**config.mk**
```make
export PLATFORM = sky130hd
export DESIGN_NAME = seven_segment_weighted_scan_top
export DESIGN_NICKNAME = d
export VERILOG_FILES = /design/src/ssws_pkg.sv /design/src/seven_segment_weighted_scan_top.sv /design/src/ssws_decode.sv
export VERILOG_INCLUDE_DIRS = /design/src /design/src/src
export SDC_FILE = /design/constraint.sdc
export NUM_CORES = 1
export LEC_CHECK = 0
export BUFFER_PORTS_ARGS = -buffer_cell sky130_fd_sc_hd__buf_2
export CAP_MARGIN = 0
export CORE_ASPECT_RATIO = 0.7
export CORE_MARGIN = 5
export CORE_UTILIZATION = 50
export CTS_CLUSTER_DIAMETER = 200
export DETAILED_ROUTE_END_ITERATION = 10
export GPL_TIMING_DRIVEN = 0
export MAX_ROUTING_LAYER = met4
export PLACE_DENSITY_LB_ADDON = 0.2
export SYNTH_ARGS = -nofsm -noshare
export SYNTH_HDL_FRONTEND = slang
export SYNTH_SLANG_ARGS = --single-unit
```
**constraint.sdc**
```tcl
create_clock -name clk -period 8.25 [get_ports clk]
set_clock_uncertainty 0.05 [all_clocks]
set_input_delay 0.4125 -clock clk [delete_from_list [all_inputs] [get_ports clk]]
set_output_delay 0.4125 -clock clk [all_outputs]
set_load 0.02 [all_outputs]
```
**src/seven_segment_weighted_scan_top_defines.svh**
```systemverilog
// ---------------------------------------------------------------------------
// Seven-segment scan assertion macros
// Concurrent check helpers clocked on clk, disabled while rst_n is low.
// ---------------------------------------------------------------------------
`ifndef SEVEN_SEGMENT_WEIGHTED_SCAN_TOP_DEFINES_SVH
`define SEVEN_SEGMENT_WEIGHTED_SCAN_TOP_DEFINES_SVH

// Same-cycle implication
`define SSWS_ASSERT_IMPL(label, ante, cons) \
  label: assert property (@(posedge clk) disable iff (!rst_n) (ante) |-> (cons)) \
    else $error("ssws: same-cycle check failed");

// Next-cycle implication
`define SSWS_ASSERT_NEXT(label, ante, cons) \
  label: assert property (@(posedge clk) disable iff (!rst_n) (ante) |=> (cons)) \
    else $error("ssws: next-cycle check failed");

`endif

```
**src/ssws_pkg.sv**
```systemverilog
// ---------------------------------------------------------------------------
// Seven-segment weighted scan package
// Beat types, character codes and segment tables.
// ---------------------------------------------------------------------------
package ssws_pkg;

  localparam int unsigned NUM_DIGITS = 3;

  localparam logic [7:0] CHAR_NUM_MAX = 8'd9;
  localparam logic [7:0] CHAR_AT      = 8'd64;
  localparam logic [7:0] CHAR_A       = 8'd97;
  localparam logic [7:0] CHAR_Z       = 8'd122;

  localparam logic [7:0] NUM_SEG [10] = '{
    8'h7E, 8'h30, 8'h6D, 8'h79, 8'h33, 8'h5B, 8'h5F, 8'h70, 8'h7F, 8'h73
  };

  localparam logic [7:0] LET_SEG [26] = '{
    8'h7D, 8'h1F, 8'h0D, 8'h3D, 8'h6F, 8'h47, 8'h7B, 8'h17, 8'h30, 8'h3C,
    8'h57, 8'h0E, 8'h55, 8'h15, 8'h1D, 8'h67, 8'hF3, 8'h05, 8'h5B, 8'h0F,
    8'h1C, 8'h1C, 8'h5C, 8'h37, 8'h3B, 8'h6D
  };

  typedef struct packed {
    logic [7:0] char_left;
    logic [7:0] char_middle;
    logic [7:0] char_right;
    logic [7:0] custom_pattern;
  } in_beat_t;

  typedef struct packed {
    logic [7:0] segment_pattern;
    logic [2:0] digit_enable;
  } out_beat_t;

  typedef struct packed {
    logic [7:0] pattern;
    logic [3:0] count;
  } seg_dec_t;

endpackage

```
**src/seven_segment_weighted_scan_top.sv**
```systemverilog
// ---------------------------------------------------------------------------
// Seven-segment weighted scan
// Three-digit scanner: one beat per tick unless stalled, dwell set by lit-segment count.
// ---------------------------------------------------------------------------
//  channel | handshake           | payload
//  --------+---------------------+--------------------------------------------
//  in      | in_valid / in_stall | in_data : chars left/middle/right, custom
//  out     | out_valid/out_stall | out_data: segment_pattern, digit_enable
//
//  One beat per cycle unless stalled; an accepted beat waits in the input
//  register until the result register is free, then its result is registered.
//  The input register feeds decode and scan update into the result register.
//  Synchronous active-low reset clears scan index, dwell, latch and enables.
//  A stalled result holds; the input stalls only while its register is full
//  and the result register is held by a stall.
// ---------------------------------------------------------------------------
`include "seven_segment_weighted_scan_top_defines.svh"

module seven_segment_weighted_scan_top (
  input  logic                clk,
  input  logic                rst_n,
  input  logic                in_valid,
  output logic                in_stall,
  input  ssws_pkg::in_beat_t  in_data,
  output logic                out_valid,
  input  logic                out_stall,
  output ssws_pkg::out_beat_t out_data
);
  import ssws_pkg::*;

  in_beat_t   in_r;
  logic       s1_valid_r;
  logic       out_valid_r;
  logic [1:0] scan_r, scan_nxt;
  logic [7:0] dwell_r, dwell_nxt;
  logic [7:0] anode_r, anode_nxt;
  logic [2:0] cathode_r, cathode_nxt;

  logic       out_free;
  logic       advance;
  logic       load;
  logic [7:0] dwell_dec;
  seg_dec_t   dec [NUM_DIGITS];

  assign out_free = !out_valid_r || !out_stall;
  assign advance  = s1_valid_r && out_free;
  assign in_stall = s1_valid_r && !out_free;
  assign load     = in_valid && !in_stall;

  ssws_decode u_dec_left (
    .code(in_r.char_left), .custom_pattern(in_r.custom_pattern), .dec(dec[0])
  );
  ssws_decode u_dec_middle (
    .code(in_r.char_middle), .custom_pattern(in_r.custom_pattern), .dec(dec[1])
  );
  ssws_decode u_dec_right (
    .code(in_r.char_right), .custom_pattern(in_r.custom_pattern), .dec(dec[2])
  );

  assign dwell_dec = dwell_r - 8'd1;

  always_comb begin
    logic [1:0] idx;
    scan_nxt    = scan_r;
    dwell_nxt   = dwell_dec;
    anode_nxt   = anode_r;
    cathode_nxt = cathode_r;
    idx         = (scan_r == 2'd2) ? 2'd0 : scan_r + 2'd1;
    if (dwell_dec == 8'd0) begin
      // fall through blank digits towards the right
      for (int k = 0; k < NUM_DIGITS; k++) begin
        if (idx == 2'(k)) begin
          if (dec[k].count == 4'd0) begin
            cathode_nxt[k] = 1'b0;
            if (k < NUM_DIGITS - 1) begin
              idx = 2'(k + 1);
            end else begin
              dwell_nxt = 8'd1;
            end
          end else begin
            anode_nxt      = dec[k].pattern;
            cathode_nxt    = 3'b000;
            cathode_nxt[k] = 1'b1;
            dwell_nxt      = {4'd0, dec[k].count};
          end
        end
      end
      scan_nxt = idx;
    end
  end

  always_ff @(posedge clk) begin
    if (load) begin
      in_r <= in_data;
    end
    if (!rst_n) begin
      s1_valid_r  <= 1'b0;
      out_valid_r <= 1'b0;
      scan_r      <= 2'd0;
      dwell_r     <= 8'd0;
      anode_r     <= 8'h00;
      cathode_r   <= 3'b000;
    end else begin
      s1_valid_r <= load || (s1_valid_r && !advance);
      if (advance) begin
        out_valid_r <= 1'b1;
        scan_r      <= scan_nxt;
        dwell_r     <= dwell_nxt;
        anode_r     <= anode_nxt;
        cathode_r   <= cathode_nxt;
      end else if (!out_stall) begin
        out_valid_r <= 1'b0;
      end
    end
  end

  assign out_valid                = out_valid_r;
  assign out_data.segment_pattern = anode_r;
  assign out_data.digit_enable    = cathode_r;

  `SSWS_ASSERT_IMPL(a_enable_onehot0, 1'b1, $onehot0(cathode_r))
  `SSWS_ASSERT_IMPL(a_scan_in_range, 1'b1, scan_r != 2'd3)
  `SSWS_ASSERT_IMPL(a_lit_has_pattern, cathode_r != 3'b000, anode_r != 8'h00)
  `SSWS_ASSERT_NEXT(a_dwell_reloaded, advance, dwell_r != 8'd0)

endmodule

```
**src/ssws_decode.sv**
```systemverilog
// ---------------------------------------------------------------------------
// Seven-segment character decoder
// Maps a character code to its segment pattern and lit-segment count.
// ---------------------------------------------------------------------------
module ssws_decode (
  input  logic [7:0]        code,
  input  logic [7:0]        custom_pattern,
  output ssws_pkg::seg_dec_t dec
);
  import ssws_pkg::*;

  logic [7:0] let_off;
  logic [7:0] pattern;

  assign let_off = code - CHAR_A;

  always_comb begin
    if (code <= CHAR_NUM_MAX) begin
      pattern = NUM_SEG[code[3:0]];
    end else if (code >= CHAR_A && code <= CHAR_Z) begin
      pattern = LET_SEG[let_off[4:0]];
    end else if (code == CHAR_AT) begin
      pattern = custom_pattern;
    end else begin
      pattern = 8'h00;
    end
  end

  assign dec.pattern = pattern;
  assign dec.count   = 4'($countones(pattern));

endmodule
```
Word level (Yosys, flattened, before mapping)
Memory sizes are Yosys's and may differ from the RTL's.
Index checks and enable logic that the tools add are counted.
{"block": "word_totals", "word_cells": 143, "reg_bits": 55, "out_inout_bits": 13, "rom_bits": 1152, "n_memories": 6}
{"memory": "(no name shown)", "words": 32, "width": 8, "rd": 1, "rd_clocked_by_memory_dff": 0, "wr": 0, "line": "ssws_decode.sv:21", "text": "pattern = LET_SEG[let_off[4:0]];"}
{"memory": "(no name shown)", "words": 32, "width": 8, "rd": 1, "rd_clocked_by_memory_dff": 0, "wr": 0, "line": "ssws_decode.sv:21"}
{"memory": "(no name shown)", "words": 32, "width": 8, "rd": 1, "rd_clocked_by_memory_dff": 0, "wr": 0, "line": "ssws_decode.sv:21"}
{"memory": "(no name shown)", "words": 16, "width": 8, "rd": 1, "rd_clocked_by_memory_dff": 0, "wr": 0, "line": "ssws_decode.sv:19", "text": "pattern = NUM_SEG[code[3:0]];"}
{"memory": "(no name shown)", "words": 16, "width": 8, "rd": 1, "rd_clocked_by_memory_dff": 0, "wr": 0, "line": "ssws_decode.sv:19"}
{"memory": "(no name shown)", "words": 16, "width": 8, "rd": 1, "rd_clocked_by_memory_dff": 0, "wr": 0, "line": "ssws_decode.sv:19"}
{"block": "classes", "bitwise": 6, "n_addsub": 26, "n_lt_le_gt_ge": 15, "n_eq_ne": 7, "n_mux": 53, "n_reduce_logical": 20}
{"cell": "2-to-1 mux 8 bit", "count": 33}
{"cell": "adder 4 bit", "count": 9}
{"cell": "adder 1 x 1 -> 2 bit", "count": 12}
{"cell": "equality test 8 x 7 -> 1 bit (second input constant)", "count": 3}
{"cell": ">= comparator 8 x 7 -> 1 bit (second input constant)", "count": 3}
{"cell": "less-or-equal comparator 8 x 4 -> 1 bit (second input constant)", "count": 3}
{"cell": "less-or-equal comparator 8 x 7 -> 1 bit (second input constant)", "count": 3}
{"cell": ">= comparator 6 bit (second input constant)", "count": 3}
{"cell": "2-to-1 mux 2 bit", "count": 9}
{"cell": "NOT 5 -> 6 bit", "count": 3}
{"cell": ">= comparator 5 bit (second input constant)", "count": 3}
{"cell": "NOT 4 -> 5 bit", "count": 3}
{"cell": "subtractor 5 x 1 -> 5 bit (second input constant)", "count": 3}
{"cell": "zero test 4 bit", "count": 3}
{"cell": "2-to-1 mux 3 bit", "count": 3}
{"cell": "zero test 8 bit", "count": 1}
{"cell": "subtractor 8 x 1 -> 8 bit (second input constant)", "count": 1}
{"cell": "logical AND 1 bit", "count": 7}
{"cell": "2-to-1 mux 1 bit", "count": 7}
{"cell": "zero test 1 bit", "count": 5}
{"cell": "equality test 2 bit (second input constant)", "count": 2}
{"cell": "2-to-1 mux 4 bit", "count": 1}
{"cell": "adder 2 x 1 -> 2 bit (second input constant)", "count": 1}
{"cell": "equality test 2 x 1 -> 1 bit (second input constant)", "count": 1}
{"cell": "other kinds (4)", "count": 5}

Longest topological paths before layout
{"block": "depth", "word_depth": 20, "depth_mapped": 29, "ltp_nobuf": 25}

Modules after synthesis
A second synthesis with hierarchy kept.
{"block": "unflattened", "hier_cells": 696, "area_unflattened_um2": 5948.2}
{"module": "seven_segment_weighted_scan_top", "cells_per_inst": 214, "n_inst": 1, "seq_area_each_um2": 1421.4, "area_each_um2": 2487.4}
{"module": "ssws_decode (u_dec_left)", "cells_per_inst": 160, "n_inst": 1, "seq_area_each_um2": 0.0, "area_each_um2": 1214.9}
{"module": "ssws_decode (u_dec_middle)", "cells_per_inst": 163, "n_inst": 1, "seq_area_each_um2": 0.0, "area_each_um2": 1144.8}
{"module": "ssws_decode (u_dec_right)", "cells_per_inst": 159, "n_inst": 1, "seq_area_each_um2": 0.0, "area_each_um2": 1101.1}

Worst setup path after synthesis
OpenSTA, ideal clock, no wires.
{"block": "synth_path", "kind": "register to register", "from": "reg in_r[24] in the netlist's numbering", "to": "reg anode_r[1]", "stages_incl_launch_ff": 27, "setup_slack_ns": 2.115, "setup_time_ns": 0.073, "n_path_buf": 4, "t_required_ns": 8.127, "arrival_ns": 6.011, "cell_sequence": "edfxtp_1 > clkbuf_1 > inv_1 > ha_1 > buf_2 > inv_1 > ha_1 > buf_2 > clkbuf_1 > mux2i_1 > o21ai_0 > a31oi_1 > a211o_1 > ha_1 > inv_1 > fa_1 > fa_1 > inv_1 > ha_1 > fa_1 > o41a_4 > a21oi_4 > nand2_1 > nor4_1 > nand2_1 > or3_1 > o211ai_2"}
{"block": "synth_via", "elab_chain_cells": 19, "word_cells_on_any_way": 39, "classes_between": "add/sub: 8; order compare: 3; eq/ne: 3; mux: 19; bitwise: 2; reduce/logical: 2; memory: 2"}
{"item": "from (decl)", "line": "seven_segment_weighted_scan_top.sv:31", "text": "in_beat_t in_r;"}
{"item": "from (signal assigned)", "line": "seven_segment_weighted_scan_top.sv:94", "text": "in_r <= in_data;"}
{"item": "subtractor 5 x 1 -> 5 bit", "line": "ssws_decode.sv:15", "text": "assign let_off = code - CHAR_A;"}
{"item": "NOT 5 -> 6 bit (not written as such)", "line": "ssws_decode.sv:21"}
{"item": "memory read (32 x 8 bit)"}
{"item": "2-to-1 mux 8 bit (not written as such) (2 in series)", "line": "ssws_decode.sv:21"}
{"item": "2-to-1 mux 8 bit", "line": "ssws_decode.sv:20", "text": "end else if (code >= CHAR_A && code <= CHAR_Z) begin"}
{"item": "2-to-1 mux 8 bit *", "line": "ssws_decode.sv:18", "text": "if (code <= CHAR_NUM_MAX) begin"}
{"item": "adder 1 x 1 -> 2 bit (not written as such)", "line": "ssws_decode.sv:30", "text": "assign dec.count = 4'($countones(pattern));"}
{"item": "adder 4 bit (not written as such) (2 in series)", "line": "ssws_decode.sv:30"}
{"item": "zero test 4 bit", "line": "seven_segment_weighted_scan_top.sv:73", "text": "if (dec[k].count == 4'd0) begin"}
{"item": "2-to-1 mux 2 bit", "line": "seven_segment_weighted_scan_top.sv:73"}
{"item": "2-to-1 mux 2 bit", "line": "seven_segment_weighted_scan_top.sv:72", "text": "if (idx == 2'(k)) begin"}
{"item": "2-to-1 mux 2 bit", "line": "seven_segment_weighted_scan_top.sv:69", "text": "if (dwell_dec == 8'd0) begin"}
{"item": "equality test 2 x 1 -> 1 bit or 2-to-1 mux 2 bit (tied branches)", "line": "seven_segment_weighted_scan_top.sv:72, seven_segment_weighted_scan_top.sv:73"}
{"item": "2-to-1 mux 2 bit", "line": "seven_segment_weighted_scan_top.sv:72"}
{"item": "2-to-1 mux 2 bit", "line": "seven_segment_weighted_scan_top.sv:69"}
{"item": "equality test 2 bit", "line": "seven_segment_weighted_scan_top.sv:72"}
{"item": "2-to-1 mux 8 bit *", "line": "seven_segment_weighted_scan_top.sv:72"}
{"item": "to (signal assigned)", "line": "seven_segment_weighted_scan_top.sv:109", "text": "anode_r <= anode_nxt;"}
{"item": "to (decl)", "line": "seven_segment_weighted_scan_top.sv:36", "text": "logic [7:0] anode_r, anode_nxt;"}
Mark *: on every way between the ends. The rest lies on a longest branch, timed or not. The select of a mux whose other input is x is not followed.
A chain may end at the register's enable or synchronous reset.

Worst setup path after layout
{"block": "layout_path", "from": "reg in_r[24] in the netlist's numbering", "to": "reg dwell_r[0]"}
{"block": "layout_via", "elab_chain_cells": 20, "word_cells_on_any_way": 39, "classes_between": "add/sub: 8; order compare: 3; eq/ne: 3; mux: 19; bitwise: 2; reduce/logical: 2; memory: 2"}
{"item": "subtractor 5 x 1 -> 5 bit", "line": "ssws_decode.sv:15"}
{"item": "NOT 5 -> 6 bit (not written as such)", "line": "ssws_decode.sv:21"}
{"item": "memory read (32 x 8 bit)"}
{"item": "2-to-1 mux 8 bit (not written as such) (2 in series)", "line": "ssws_decode.sv:21"}
{"item": "2-to-1 mux 8 bit", "line": "ssws_decode.sv:20"}
{"item": "2-to-1 mux 8 bit *", "line": "ssws_decode.sv:18"}
{"item": "adder 1 x 1 -> 2 bit (not written as such)", "line": "ssws_decode.sv:30"}
{"item": "adder 4 bit (not written as such)", "line": "ssws_decode.sv:30"}
{"item": "(+3 left out)"}
{"item": "2-to-1 mux 2 bit", "line": "seven_segment_weighted_scan_top.sv:72"}
{"item": "2-to-1 mux 2 bit", "line": "seven_segment_weighted_scan_top.sv:69"}
{"item": "equality test 2 x 1 -> 1 bit or 2-to-1 mux 2 bit (tied branches)", "line": "seven_segment_weighted_scan_top.sv:72, seven_segment_weighted_scan_top.sv:73"}
{"item": "2-to-1 mux 2 bit", "line": "seven_segment_weighted_scan_top.sv:72"}
{"item": "2-to-1 mux 2 bit", "line": "seven_segment_weighted_scan_top.sv:69"}
{"item": "equality test 2 bit", "line": "seven_segment_weighted_scan_top.sv:72"}
{"item": "2-to-1 mux 8 bit *", "line": "seven_segment_weighted_scan_top.sv:72"}
{"item": "2-to-1 mux 8 bit *", "line": "seven_segment_weighted_scan_top.sv:69"}
{"item": "to (signal assigned)", "line": "seven_segment_weighted_scan_top.sv:108", "text": "dwell_r <= dwell_nxt;"}
{"item": "to (decl)", "line": "seven_segment_weighted_scan_top.sv:35", "text": "logic [7:0] dwell_r, dwell_nxt;"}
Marks and branches as above.

==> flow_summary_export.csv <==
group,metric,value,unit
run_status,status,"finished, final reports clean",
finish,diodes,0,
flow_run,drv_cap,0,
synth,syn_nets,782,
timing,setup-violations-final,0,
finish,nFillCells,1061,
clock_network,ctsResizeCount,0,
finish,fin_area,0.00626,mm^2
placed_design,dp_hpwl,13.1,mm
routing,drcViolationCount,0,
power_and_ir_drop,p_clk_frac,0.271,
critical_path,r2r-start,"in_r[24]$_DFFE_PP_",
clock_network,root_buffer,"clkbuf_16",
timing,finalHoldViolCount,0,
grt,grt_usage,0.258,
timing,period_share,0.901,
power_and_ir_drop,seq_power_share,0.381,
timing,max_freq,135,MHz
clock_network,cts_buffers,5,
power_and_ir_drop,fin_total_pwr,845,uW
grt,grt_max_degree,33,
synth,synth-seq-cells,55,
floorplan,std_cell_rows,32,
clock_network,cts_tree,"built",
min_path,holdPathEnd,"in_r[25]$_DFFE_PP_",
synth,synthArstFlopShare,0,
critical_path,end_kind,"flip-flop",
routing,initialDrtViolationCount,773,
timing,slew_violations,0,
synth,synth.yosys.warnings,0,
timing,tns,0,ns
routing,routed_wl,17.0,mm
critical_path,r2r_cells,27,
routing,antenna_left,0,
placed_design,gp_routability_congestion,0.959,
floorplan,ios,49,
routing,first_pass_iters,5,
clock_network,clock_latency,0.30,ns
critical_path,critPathKind,"flip-flop to flip-flop",
power_and_ir_drop,combPwrFrac,0.348,
power_and_ir_drop,p_leak,0.00259,uW
clock_network,clk_path_buf_depth,2,
synth,synth_area,0.00567,mm^2
synth,synth_cells,687,
placed_design,dpl_cell_area,0.00611,mm^2
floorplan,die_y,99.1,um
power_and_ir_drop,p_sw,318,uW
clock_network,cts.sinks,55,
floorplan,dieArea,0.0136,mm^2
synth,synth_area_per_cell,8.25,um^2
synth,synth.top_cell.area_share,0.169,
min_path,hp-start,"in_data[25]",
finish,areaGrowthSynthToFinish,10.5,%
critical_path,critPathLaunchType,"flip-flop",
timing,finalCriticalPeriod,7.43,ns
floorplan,die_x,137,um
critical_path,arrival,7.57,ns
synth,synth_cell_types,89,
timing,rsz0062_at_grt,"no",
finish,mostFrequentLayoutCell,"nor2_1",
grt,grt_pass1_wl,27.7,mm
routing,route.vias.total,5691,
clock_network,holdBufCountCts,0,
power_and_ir_drop,peakVddDrop,0.000135,V
timing,slew_headroom,0.335,
clock_network,postCtsSetupBuffers,0,
power_and_ir_drop,internal_power,527,uW
min_path,hold_path.class,"primary input to flip-flop",
timing,worstMarginPinSlew,0.995,ns
min_path,hold_depth,1,
floorplan,core_area,0.0111,mm^2
finish,layout-drive-gt1-share,0.140,
grt,antenna_found_initial,0,
synth,synth.area.top_cells,"edfxtp_1 (17%), ha_1 (10%), dfxtp_1 (8.1%)",
placed_design,port-buffer-count,48,
grt,grt_pass1_vias,5303,
synth,yosysSeqAreaShare,0.251,
synth,ys.flop_type,"edfxtp_1",
critical_path,reg2reg_to,"dwell_r[0]$_SDFFE_PN0P_",
finish,layout_common_cells,"nor2_1 (70), buf_2 (61), a21oi_1 (54)",
power_and_ir_drop,powerDensity,135,mW/mm^2
clock_network,h-tree-depth,2,
finish,fin_nets,837,
floorplan,start_util,0.513,
clock_network,clk_pin_slew,0.09,ns
synth,synth_edf_count,32,
routing,wire_per_inst,19.0,um
critical_path,critPathRequiredTime,8.39,ns
critical_path,crit_fanout,10,
grt,overflow,0,
power_and_ir_drop,swShare,0.377,
synth,synth_top_cell_by_area,"edfxtp_1",
routing,avgViaCountPerCell,6.35,
critical_path,r2r_slack,0.82,ns
[power by group through the flow]
| stage | combinational [uW] | clock [uW] | sequential [uW] |
|---|---|---|---|
| finish | 294 | 229 | 322 |
| global route | 324 | 242 | 324 |
| CTS | 286 | 231 | 321 |
| detailed placement | 284 | 0 | 328 |
| global placement | 276 | 0 | 327 |
| floorplan | 210 | 0 | 322 |
[logic make-up (layout without fill, tap and decap cells)]
group                    Yosys count  in the layout  share of synthesized area
AO/OA/AOI/OAI                    222            222                      0.274
multiplexers                      15             15                     0.0269
buffers and inverters             93            149                     0.0658
XOR/XNOR                          15             15                     0.0245
flip-flops                        55             55                      0.251
AND/OR/NAND/NOR                  228            228                      0.212
adder cells (fa/ha/maj)           59             59                      0.146
[through the flow]
step / cells / setup WS [ns] / hold slack (ns) / utilization
floorplan: 687 / 2.12 / 0.391 / -
global placement: 888 / 1.07 / 0.405 / 0.552
detailed placement: 888 / 0.985 / 0.410 / 0.553
CTS: 896 / 0.958 / 0.227 / 0.567
global route: 896 / 0.453 / 0.221 / 0.567
finish: 896 / 0.817 / 0.230 / 0.567
[critical path, cell delays in order, from the launching register on]
cell and delay, ns:
edfxtp_1 0.56, clkbuf_1 0.29, inv_1 0.26, ha_1 0.20, buf_2 0.22, inv_1 0.09
ha_1 0.27, buf_2 0.22, clkbuf_1 0.42, mux2i_1 0.25, a32oi_1 0.07, o21ai_0 0.24
a21oi_1 0.15, ha_1 0.25, fa_1 0.54, inv_1 0.06, fa_1 0.53, inv_1 0.04
ha_1 0.19, fa_1 0.51, o41ai_2 0.66, and3_1 0.26, clkbuf_1 0.35, o2bb2ai_1 0.15
o21ai_0 0.09, nor4_1 0.07, a211oi_1 0.26, nor2_1 0.06
[registers in the layout (all words and copies together) (netlist names)]
signal,flops
anode_r,8
cathode_r,3
dwell_r,8
in_r,32
out_valid,1
s1_valid_r,1
scan_r,2
[routing by layer]
metal  share of wire  track usage  up-vias
met1            0.46        0.384     2725
met5               0            -        -
met2            0.44        0.369      284
met3           0.096       0.0495       24
met4           0.010       0.0422        0
li1                -            -     2658
[cell usage after synthesis, types with 4 or more instances]
| cell type | instances |
|---|---|
| nand2_1 | 42 |
| nor4_1 | 9 |
| fa_1 | 12 |
| clkbuf_1 | 29 |
| a21o_1 | 4 |
| a211o_1 | 4 |
| o211ai_1 | 8 |
| edfxtp_1 | 32 |
| o21bai_1 | 8 |
| o31ai_1 | 9 |
| o21ai_0 | 40 |
| nor3_1 | 14 |
| xor2_1 | 5 |
| inv_1 | 47 |
| ha_1 | 47 |
| mux2i_1 | 13 |
| nand3_1 | 18 |
| xnor2_1 | 9 |
| nand2b_1 | 13 |
| a211oi_1 | 7 |
| nor2b_1 | 10 |
| nor2_1 | 70 |
| and3_1 | 6 |
| a21oi_1 | 54 |
| dfxtp_1 | 23 |
| or3_1 | 10 |
| o2111ai_1 | 5 |
| a31oi_1 | 11 |
| o221ai_1 | 5 |
| a22oi_1 | 10 |
| buf_2 | 13 |
| a221o_1 | 5 |
[worst max path at each step]
| stage | cells after the start | end | slack, ns | from |
|---|---|---|---|---|
| after global placement | 26 | anode_r[1]$_SDFFE_PN0P_ | 1.07 | in_r[24]$_DFFE_PP_ |
| final | 27 | dwell_r[0]$_SDFFE_PN0P_ | 0.82 | in_r[24]$_DFFE_PP_ |
| after detailed placement | 26 | anode_r[1]$_SDFFE_PN0P_ | 0.99 | in_r[24]$_DFFE_PP_ |
| after floorplan | 26 | anode_r[1]$_SDFFE_PN0P_ | 2.12 | in_r[24]$_DFFE_PP_ |
| after global routing | 27 | dwell_r[0]$_SDFFE_PN0P_ | 0.45 | in_r[24]$_DFFE_PP_ |
| after CTS | 26 | anode_r[1]$_SDFFE_PN0P_ | 0.96 | in_r[24]$_DFFE_PP_ |
[layout make-up]
class | instances | area [um^2] | share of cell area
sequential | 55 | 1420 | 0.227
tap | 153 | 191 | 0.0306
multi-input combinational | 539 | 3880 | 0.620
clock buffer | 5 | 125 | 0.0200
timing repair buffer | 48 | 240 | 0.0384
inverter | 49 | 184 | 0.0294
buffer | 44 | 189 | 0.0302
clock inverter | 3 | 28.8 | 0.00459
(Power assumes the default switching activity.)
